**src/hdl/hash_table_insert_search_core_defines.svh**
```systemverilog
// Assertion macros used by the hash table RTL.
`ifndef HASH_TABLE_INSERT_SEARCH_CORE_DEFINES_SVH
`define HASH_TABLE_INSERT_SEARCH_CORE_DEFINES_SVH

// Same-cycle implication, disabled while reset is asserted.
`define HTIS_ASSERT_NOW(lbl, clk, rst_n, ante, cons, msg) \
	lbl: assert property (@(posedge clk) disable iff (!rst_n) (ante) |-> (cons)) \
		else $error(msg);

// Next-cycle implication, disabled while reset is asserted.
`define HTIS_ASSERT_NEXT(lbl, clk, rst_n, ante, cons, msg) \
	lbl: assert property (@(posedge clk) disable iff (!rst_n) (ante) |=> (cons)) \
		else $error(msg);

`endif

```
**src/hdl/htis_pkg.sv**
```systemverilog
// Shared widths, opcodes and status codes of the hash table core.
package htis_pkg;

	localparam int KEY_W    = 31;
	localparam int STATUS_W = 2;
	localparam int SLOT_W   = 6;

	// Home slot is computed one 4-bit digit per cycle over the zero-padded key.
	localparam int DIGIT_W    = 4;
	localparam int KEY_DIGITS = 8;
	localparam int DCNT_W     = 3;

	localparam logic OP_INSERT = 1'b0;
	localparam logic OP_SEARCH = 1'b1;

	localparam logic [STATUS_W-1:0] ST_OK        = 2'd0;
	localparam logic [STATUS_W-1:0] ST_NOT_FOUND = 2'd1;
	localparam logic [STATUS_W-1:0] ST_FULL      = 2'd2;
	localparam logic [STATUS_W-1:0] ST_INVALID   = 2'd3;

endpackage

```
**src/hdl/htis_if.sv**
```systemverilog
// Request and response channel interfaces of the hash table core.
interface htis_req_if;
	logic                      valid;
	logic                      ready;
	logic                      opcode;
	logic [htis_pkg::KEY_W-1:0] key;

	modport source (output valid, output opcode, output key, input ready);
	modport sink (input valid, input opcode, input key, output ready);
endinterface

interface htis_rsp_if;
	logic                         valid;
	logic                         ready;
	logic [htis_pkg::STATUS_W-1:0] status;
	logic [htis_pkg::SLOT_W-1:0]   slot;

	modport source (output valid, output status, output slot, input ready);
	modport sink (input valid, input status, input slot, output ready);
endinterface

```
**src/hdl/htis_mod.sv**
```systemverilog
// Digit-serial key modulo TABLE_SIZE: one 4-bit digit per cycle, MSB first.
module htis_mod #(
	parameter int TABLE_SIZE = 8
) (
	input  logic                        clk,
	input  logic                        arst_n,
	input  logic                        start,
	input  logic [htis_pkg::KEY_W-1:0]  key,
	output logic                        done,
	output logic [$clog2(TABLE_SIZE)-1:0] rem
);

	localparam int IDX_W = $clog2(TABLE_SIZE);
	localparam int T_W   = IDX_W + htis_pkg::DIGIT_W;
	localparam int SH_W  = htis_pkg::DIGIT_W * htis_pkg::KEY_DIGITS;
	localparam logic [T_W-1:0] MOD_N = T_W'(TABLE_SIZE);
	localparam logic [htis_pkg::DCNT_W-1:0] LAST_DIGIT =
		htis_pkg::DCNT_W'(htis_pkg::KEY_DIGITS - 1);

	logic [SH_W-1:0]                 sh_q;
	logic [IDX_W-1:0]                rem_q;
	logic [htis_pkg::DCNT_W-1:0]     cnt_q;
	logic                            busy_q;
	logic                            done_q;
	logic [T_W-1:0]                  t_acc;
	logic [T_W-1:0]                  t_sub;

	// Shift the digit in, then reduce with a four-step restoring subtract.
	always_comb begin
		t_acc = {rem_q, sh_q[SH_W-1 -: htis_pkg::DIGIT_W]};
		for (int j = htis_pkg::DIGIT_W - 1; j >= 0; j--) begin
			t_sub = MOD_N << j;
			if (t_acc >= t_sub) begin
				t_acc = t_acc - t_sub;
			end
		end
	end

	always_ff @(posedge clk or negedge arst_n) begin
		if (!arst_n) begin
			busy_q <= 1'b0;
			done_q <= 1'b0;
			cnt_q  <= '0;
		end else if (start) begin
			busy_q <= 1'b1;
			done_q <= 1'b0;
			cnt_q  <= '0;
		end else if (busy_q) begin
			cnt_q <= cnt_q + 1'b1;
			if (cnt_q == LAST_DIGIT) begin
				busy_q <= 1'b0;
				done_q <= 1'b1;
			end
		end
	end

	always_ff @(posedge clk) begin
		if (start) begin
			sh_q  <= SH_W'(key);
			rem_q <= '0;
		end else if (busy_q) begin
			sh_q  <= sh_q << htis_pkg::DIGIT_W;
			rem_q <= t_acc[IDX_W-1:0];
		end
	end

	assign done = done_q;
	assign rem  = rem_q;

endmodule

```
**src/hdl/hash_table_insert_search_core.sv**
```systemverilog
// Top level of the open-addressing hash table with insert and search.
//
//  channel | dir | fields            | handshake
//  req     | in  | opcode, key       | valid/ready, taken when both high
//  rsp     | out | status, slot      | valid/ready, held in an output register
//
// For an item with a nonzero key the slot scan (one table read per cycle) runs beside the
// digit-serial modulo, and the result is decided once both are done.
// A zero key skips the scan and goes straight to the decision. req.ready is high only while idle.
// A finished result waits in the output register; the next item is taken meanwhile.
// Reset clears all slot valid bits at once; an invalid slot reads as empty.
`include "hash_table_insert_search_core_defines.svh"

module hash_table_insert_search_core #(
	parameter int TABLE_SIZE = 8
) (
	input  logic        clk,
	input  logic        arst_n,
	htis_req_if.sink    req,
	htis_rsp_if.source  rsp
);

	localparam int IDX_W = $clog2(TABLE_SIZE);
	localparam int CNT_W = $clog2(TABLE_SIZE + 1);
	localparam logic [CNT_W-1:0] SCAN_END = CNT_W'(TABLE_SIZE);

	typedef enum logic [2:0] {
		S_IDLE   = 3'b001,
		S_SCAN   = 3'b010,
		S_DECIDE = 3'b100
	} state_t;

	state_t state_q;

	logic                              op_q;
	logic [htis_pkg::KEY_W-1:0]        key_q;
	logic                              inv_q;
	logic [CNT_W-1:0]                  scan_q;
	logic [TABLE_SIZE-1:0]             hit_vec_q;
	logic                              any_q;
	logic [IDX_W-1:0]                  first_q;

	logic [htis_pkg::KEY_W-1:0]        mem [TABLE_SIZE];
	logic [TABLE_SIZE-1:0]             valid_q;

	logic                              rd_act_s1;
	logic [IDX_W-1:0]                  rd_idx_s1;
	logic [htis_pkg::KEY_W-1:0]        rd_key_s1;
	logic                              rd_vld_s1;

	logic                              rsp_valid_q;
	logic [htis_pkg::STATUS_W-1:0]     rsp_status_q;
	logic [htis_pkg::SLOT_W-1:0]       rsp_slot_q;

	logic                              accept;
	logic                              key_zero;
	logic                              rd_issue;
	logic [htis_pkg::KEY_W-1:0]        entry;
	logic                              hit;
	logic                              mod_done;
	logic [IDX_W-1:0]                  home;
	logic                              load;
	logic [htis_pkg::STATUS_W-1:0]     res_status;
	logic [IDX_W-1:0]                  res_idx;
	logic                              wr_en;

	assign req.ready = (state_q == S_IDLE);
	assign accept    = req.valid && req.ready;
	assign key_zero  = (req.key == '0);
	assign rd_issue  = (state_q == S_SCAN) && (scan_q != SCAN_END);

	htis_mod #(
		.TABLE_SIZE (TABLE_SIZE)
	) u_mod (
		.clk    (clk),
		.arst_n (arst_n),
		.start  (accept && !key_zero),
		.key    (req.key),
		.done   (mod_done),
		.rem    (home)
	);

	// Empty slots match an insert, equal keys match a search.
	assign entry = rd_vld_s1 ? rd_key_s1 : '0;
	assign hit   = (op_q == htis_pkg::OP_INSERT) ? (entry == '0) : (entry == key_q);

	always_comb begin
		res_status = htis_pkg::ST_OK;
		res_idx    = '0;
		if (inv_q) begin
			res_status = htis_pkg::ST_INVALID;
		end else if (hit_vec_q[home]) begin
			res_idx = home;
		end else if (any_q) begin
			res_idx = first_q;
		end else if (op_q == htis_pkg::OP_INSERT) begin
			res_status = htis_pkg::ST_FULL;
		end else begin
			res_status = htis_pkg::ST_NOT_FOUND;
		end
	end

	assign load  = (state_q == S_DECIDE) && (!rsp_valid_q || rsp.ready);
	assign wr_en = load && !inv_q && (op_q == htis_pkg::OP_INSERT) &&
		(res_status == htis_pkg::ST_OK);

	always_ff @(posedge clk or negedge arst_n) begin
		if (!arst_n) begin
			state_q   <= S_IDLE;
			scan_q    <= '0;
			rd_act_s1 <= 1'b0;
			hit_vec_q <= '0;
			any_q     <= 1'b0;
		end else begin
			rd_act_s1 <= rd_issue;
			case (state_q)
				S_IDLE: begin
					if (accept) begin
						scan_q    <= '0;
						hit_vec_q <= '0;
						any_q     <= 1'b0;
						state_q   <= key_zero ? S_DECIDE : S_SCAN;
					end
				end
				S_SCAN: begin
					if (rd_issue) begin
						scan_q <= scan_q + 1'b1;
					end
					if (rd_act_s1 && hit) begin
						hit_vec_q[rd_idx_s1] <= 1'b1;
						any_q                <= 1'b1;
					end
					if (!rd_issue && !rd_act_s1 && mod_done) begin
						state_q <= S_DECIDE;
					end
				end
				S_DECIDE: begin
					if (load) begin
						state_q <= S_IDLE;
					end
				end
				default: begin
					state_q <= S_IDLE;
				end
			endcase
		end
	end

	// Keep the lowest hit of the scan.
	always_ff @(posedge clk) begin
		if (accept) begin
			op_q  <= req.opcode;
			key_q <= req.key;
			inv_q <= key_zero;
		end
		if (rd_act_s1 && hit && !any_q) begin
			first_q <= rd_idx_s1;
		end
	end

	always_ff @(posedge clk) begin
		if (rd_issue) begin
			rd_key_s1 <= mem[scan_q[IDX_W-1:0]];
			rd_vld_s1 <= valid_q[scan_q[IDX_W-1:0]];
			rd_idx_s1 <= scan_q[IDX_W-1:0];
		end
		if (wr_en) begin
			mem[res_idx] <= key_q;
		end
	end

	always_ff @(posedge clk or negedge arst_n) begin
		if (!arst_n) begin
			valid_q <= '0;
		end else if (wr_en) begin
			valid_q[res_idx] <= 1'b1;
		end
	end

	always_ff @(posedge clk or negedge arst_n) begin
		if (!arst_n) begin
			rsp_valid_q <= 1'b0;
		end else if (load) begin
			rsp_valid_q <= 1'b1;
		end else if (rsp.ready) begin
			rsp_valid_q <= 1'b0;
		end
	end

	always_ff @(posedge clk) begin
		if (load) begin
			rsp_status_q <= res_status;
			rsp_slot_q   <= htis_pkg::SLOT_W'(res_idx);
		end
	end

	assign rsp.valid  = rsp_valid_q;
	assign rsp.status = rsp_status_q;
	assign rsp.slot   = rsp_slot_q;

	`HTIS_ASSERT_NEXT(a_busy_after_accept, clk, arst_n, accept, !req.ready,
		"accepted item did not drop ready")
	`HTIS_ASSERT_NOW(a_home_ready, clk, arst_n, (state_q == S_DECIDE) && !inv_q, mod_done,
		"decision taken before home slot was known")
	`HTIS_ASSERT_NOW(a_write_empty, clk, arst_n, wr_en, !valid_q[res_idx],
		"insert overwrote an occupied slot")
	`HTIS_ASSERT_NOW(a_no_read_on_write, clk, arst_n, wr_en, !rd_issue && !rd_act_s1,
		"table write overlapped the scan")

endmodule

```
**src/flat_wrapper.sv**
```systemverilog
// flat-port wrapper written by rule: the top's interface ports become plain ports
module hash_table_insert_search_core_flat 
#(
	parameter int TABLE_SIZE = 8
)
  (clk, arst_n, req_valid, req_opcode, req_key, req_ready, rsp_valid, rsp_status, rsp_slot, rsp_ready);
  htis_req_if req_i ();
  htis_rsp_if rsp_i ();
  input  logic clk;
  input  logic arst_n;
  input wire logic [$bits(req_i.valid)-1:0] req_valid;
  input wire logic [$bits(req_i.opcode)-1:0] req_opcode;
  input wire logic [$bits(req_i.key)-1:0] req_key;
  output wire logic [$bits(req_i.ready)-1:0] req_ready;
  output wire logic [$bits(rsp_i.valid)-1:0] rsp_valid;
  output wire logic [$bits(rsp_i.status)-1:0] rsp_status;
  output wire logic [$bits(rsp_i.slot)-1:0] rsp_slot;
  input wire logic [$bits(rsp_i.ready)-1:0] rsp_ready;
  assign req_i.valid = req_valid;
  assign req_i.opcode = req_opcode;
  assign req_i.key = req_key;
  assign req_ready = req_i.ready;
  assign rsp_valid = rsp_i.valid;
  assign rsp_status = rsp_i.status;
  assign rsp_slot = rsp_i.slot;
  assign rsp_i.ready = rsp_ready;
  hash_table_insert_search_core #(.TABLE_SIZE(TABLE_SIZE)) u_core (.clk(clk), .arst_n(arst_n), .req(req_i), .rsp(rsp_i));
endmodule
```
**config.mk**
```make
export PLATFORM = sky130hd
export DESIGN_NAME = hash_table_insert_search_core_flat
export DESIGN_NICKNAME = d
export VERILOG_FILES = /design/src/hdl/htis_pkg.sv /design/src/hdl/htis_if.sv /design/src/hdl/htis_mod.sv /design/src/hdl/hash_table_insert_search_core.sv /design/src/flat_wrapper.sv
export VERILOG_INCLUDE_DIRS = /design/src /design/src/hdl
export SDC_FILE = /design/constraint.sdc
export NUM_CORES = 1
export LEC_CHECK = 0
export BUFFER_PORTS_ARGS = -buffer_cell sky130_fd_sc_hd__buf_2
export CAP_MARGIN = 10
export CELL_PAD_IN_SITES_DETAIL_PLACEMENT = 2
export CELL_PAD_IN_SITES_GLOBAL_PLACEMENT = 2
export CORE_MARGIN = 3
export CORE_UTILIZATION = 48
export DETAILED_ROUTE_END_ITERATION = 6
export GPL_TIMING_DRIVEN = 0
export PLACE_DENSITY_LB_ADDON = 0.1
export SYNTH_ARGS = -nofsm -noshare
export SYNTH_HDL_FRONTEND = slang
export SYNTH_SLANG_ARGS = --single-unit
export TNS_END_PERCENT = 100
```
**constraint.sdc**
```tcl
create_clock -name clk -period 5.8 [get_ports clk]
set_input_delay 0.29 -clock clk [delete_from_list [all_inputs] [get_ports clk]]
set_output_delay 0.29 -clock clk [all_outputs]
set_load 0.02 [all_outputs]
```
==> results.ini, run 1 <==
[outcome]
outcome=aborted with a tool error
haltStage=detailed placement
firstError=[ERROR DPL-0033] detailed placement checks failed during check placement.

[floorplanning]
ios=46
start_util=0.491
die_w_um=184
row_count=64
fp.dieH_um=184

[yosys]
yosys_warnings=0
ys_seq_elements=382
synth.most_common_cell=edfxtp_1
syn_inst=833
synth_top_area_share=0.690
synth_commonest_cells=edfxtp_1, nand2_1, mux4_2, nor2_1, mux2_2
synth-main-ff-cell=edfxtp_1
synth_area_sq_mm=0.0151
synth.distinct_cells=49
syn_avg_cell_area_sq_um=18.2
synth.largest_area_cell=edfxtp_1
postSynth.asyncResetShare=0.0812
synth_area_leaders=edfxtp_1, mux4_2, dfrtp_1, mux2_2, nand2_1
yosysSeqAreaShare=0.745
synth_edf_count=348

[place]
routabilityCongestion=0.854
port_buffers=42
hpwl_um=30800

[stage by stage]
step	hold slack (ps)	cell area, sq um	cells	TNS, ps
3_3_place_gp	373	15900	1273	-34090
2_1_floorplan	-5.59	15200	835	0
[cells by family after synthesis]
kind of cell,after synthesis,share of synthesized area
other,1,0.000248
AO/OA/AOI/OAI,75,0.0328
adder cells (fa/ha/maj),4,0.00330
buffers and inverters,43,0.0117
flip-flops,382,0.745
AND/OR/NAND/NOR,203,0.0678
XOR/XNOR,19,0.0110
multiplexers,106,0.128
==> run 2, diff against run 1 <==
CELL_PAD_IN_SITES_DETAIL_PLACEMENT = unset   (was 2)
CELL_PAD_IN_SITES_GLOBAL_PLACEMENT = unset   (was 2)
CORE_UTILIZATION = 35   (was 48)
PLACE_DENSITY_LB_ADDON = 0.15   (was 0.1)
==> run 2 against run 1 <==
  * The flow now finishes without violations
  * Synthesized area did not move
  * Synthesized cell count did not move
==> results.ini, run 2 <==
[sta]
hold_violations=0
slew_headroom=0.214
tightest_slew_ps=1160
finalSetupViolations=0
final.setup.worst_slack_ps=2060
clock_skew_ps=26.9
fmax_mhz=267
fin_crit_ps=3740
rsz0062_at_grt=false
maxSlewViolCount=0
post-route-period-util=0.645

[cells_and_area]
regMostFlops=u_core.mem
finalNonFillerCells=1568
multiInputGateArea_sq_mm=0.00374
final_area_sq_mm=0.0180
fillers=3764
largest_reg_flops=248
final_common_cell=edfxtp_1
areaGrowthSynthToFinish_pct=19.0
final_cell_mix=edfxtp_1, nand2_1, mux4_2
nets=1002
seqCellArea_sq_mm=0.0113
antenna_cells=0
largest_registers=u_core.mem x248, u_core.key_q x31, u_core.rd_key_s1 x31
drive_above_1_share=0.252

[critical_path]
worstSetupPathType=input port to register
worstSetupStartpointType=input port
r2r_start=u_core.state_q[0]$_DFFE_PN1P_
rr_worst_depth=6
cp.required_ps=5840
r2r_setup_slack_ps=2100
reg2reg_to=u_core.u_mod.sh_q[2]$_SDFFCE_PN0P_
critPathCapture=u_core.u_mod.sh_q[2]$_SDFFCE_PN0P_
path_max_fanout=24
crit_arrival_ps=3780
startpoint=req_key[11]
crit_path_end_kind=register

[floorplanning]
coreArea_sq_mm=0.0423
die_w_um=214
fp.dieH_um=214
row_count=75
ios=46
dieArea_sq_mm=0.0458
start_util=0.358

[pwr]
leakagePower_uw=0.00596
ir_worst_vdd_uv=250
p_per_area_mw_per_mm2=428

[clocking]
clock-sinks=382
clk_pin_slew_ps=60
htree_levels=2
clockBufferDepth=3
cts-buffers-inserted=40
clockRootBuffer=clkbuf_16
insertion_delay_ps=550
cts_tree=built

[yosys]
synth_top_area_share=0.690
synth_area_leaders=edfxtp_1, mux4_2, dfrtp_1, mux2_2, nand2_1
synth.most_common_cell=edfxtp_1
synth_edf_count=348
ys_seq_elements=382
postSynth.asyncResetShare=0.0812
synth-main-ff-cell=edfxtp_1
synth.distinct_cells=49
syn_avg_cell_area_sq_um=18.2
syn_inst=833
yosys_warnings=0
synth_area_sq_mm=0.0151
yosysSeqAreaShare=0.745
synth.largest_area_cell=edfxtp_1
synth_commonest_cells=edfxtp_1, nand2_1, mux4_2, nor2_1, mux2_2

[route]
vias_per_cell=5.10
drc=0
vias=7992
wl_per_cell_um=22.8
drtIter0Drc=548
drt_pass1_iterations=7
routed_wl_um=35800
ant_nets=0

[global_route]
grtUsageTotal=0.157
grt_pass1_vias=8338
grt_max_degree=41
overflow=0
antenna_found_initial=0
grt_pass1_wl_um=53800

[place]
dp_slack_ps=1850
port_buffers=42
routabilityCongestion=0.754
place_inst=1467
placed_area_sq_mm=0.0164
hpwl_um=23900

[worst_hold_path]
hold_class=input port to register
holdCritStartpoint=req_key[9]

[job]
drv_cap=0

[outcome]
outcome=completed

-- run 2: cell counts after synthesis --
Identical to the previous run, type by type.
-- run 2: stage by stage --
step                      power [uW]  hold WS, ps   util  TNS [ps]
after global placement          5130          389  0.380    -45860
final                           7720         30.8  0.426         0
after detailed placement        5150          387  0.387         0
after CTS                       7810         3.11  0.426         0
after global routing            8070         9.38  0.426         0
after floorplan                 4620        -5.59      -         0
-- run 2: logic make-up after synthesis --
| group | share of synthesized area |
|---|---|
| flip-flops | 0.745 |
| AND/OR/NAND/NOR | 0.0678 |
| multiplexers | 0.128 |
| AO/OA/AOI/OAI | 0.0328 |
| buffers and inverters | 0.0117 |
| XOR/XNOR | 0.0110 |
| adder cells (fa/ha/maj) | 0.00330 |
| other | 0.000248 |
-- run 2: worst max-delay path, stage by stage --
cell	delay, ps
dlygate4sd3_1	530
buf_2	120
nor4_1	780
nand4_1	320
o21ai_1	550
clkbuf_1	440
nand2_1	720
-- run 2: worst min-delay path by stage --
stage,end,cells after the start
after global routing,u_core.key_q[8]$_DFFE_PP_,1
after global placement,u_core.any_q$_DFFE_PN0P_,1
after detailed placement,u_core.state_q[2]$_DFFE_PN0P_,1
after floorplan,u_core.any_q$_DFFE_PN0P_,0
final,u_core.key_q[9]$_DFFE_PP_,1
after CTS,u_core.key_q[8]$_DFFE_PP_,1
-- run 2: layout make-up --
type                       count  share of cell area
clock inverter                22              0.0151
inverter                       9             0.00194
sequential                   382               0.626
multi-input combinational    410               0.207
timing repair buffer          85              0.0423
tap                          577              0.0400
buffer                        34             0.00798
clock buffer                  49              0.0591
-- run 2: report_power, final --
| part | internal (uW) | switching, uW |
|---|---|---|
| Sequential | 3430 | 285 |
| Clock | 1580 | 1050 |
| Combinational | 616 | 751 |
| Total | 5630 | 2090 |
-- run 2: layer usage --
| metal | GRT usage | wire length, um | vias up |
|---|---|---|---|
| met2 | 0.263 | 17600 | 196 |
| li1 | - | - | 3579 |
| met4 | 0.0460 | 807 | 0 |
| met1 | 0.215 | 15900 | 4163 |
| met5 | 0 | 0 | - |
| met3 | 0.0215 | 1530 | 54 |
-- run 2: repair_timing --
action | CTS | global route
setup buffers | 0 | 0
hold buffers | 30 | 0
gates resized for setup | 0 | 0
hold endpoints to repair | 59 | 0
Power figures use the tool's default switching activity.
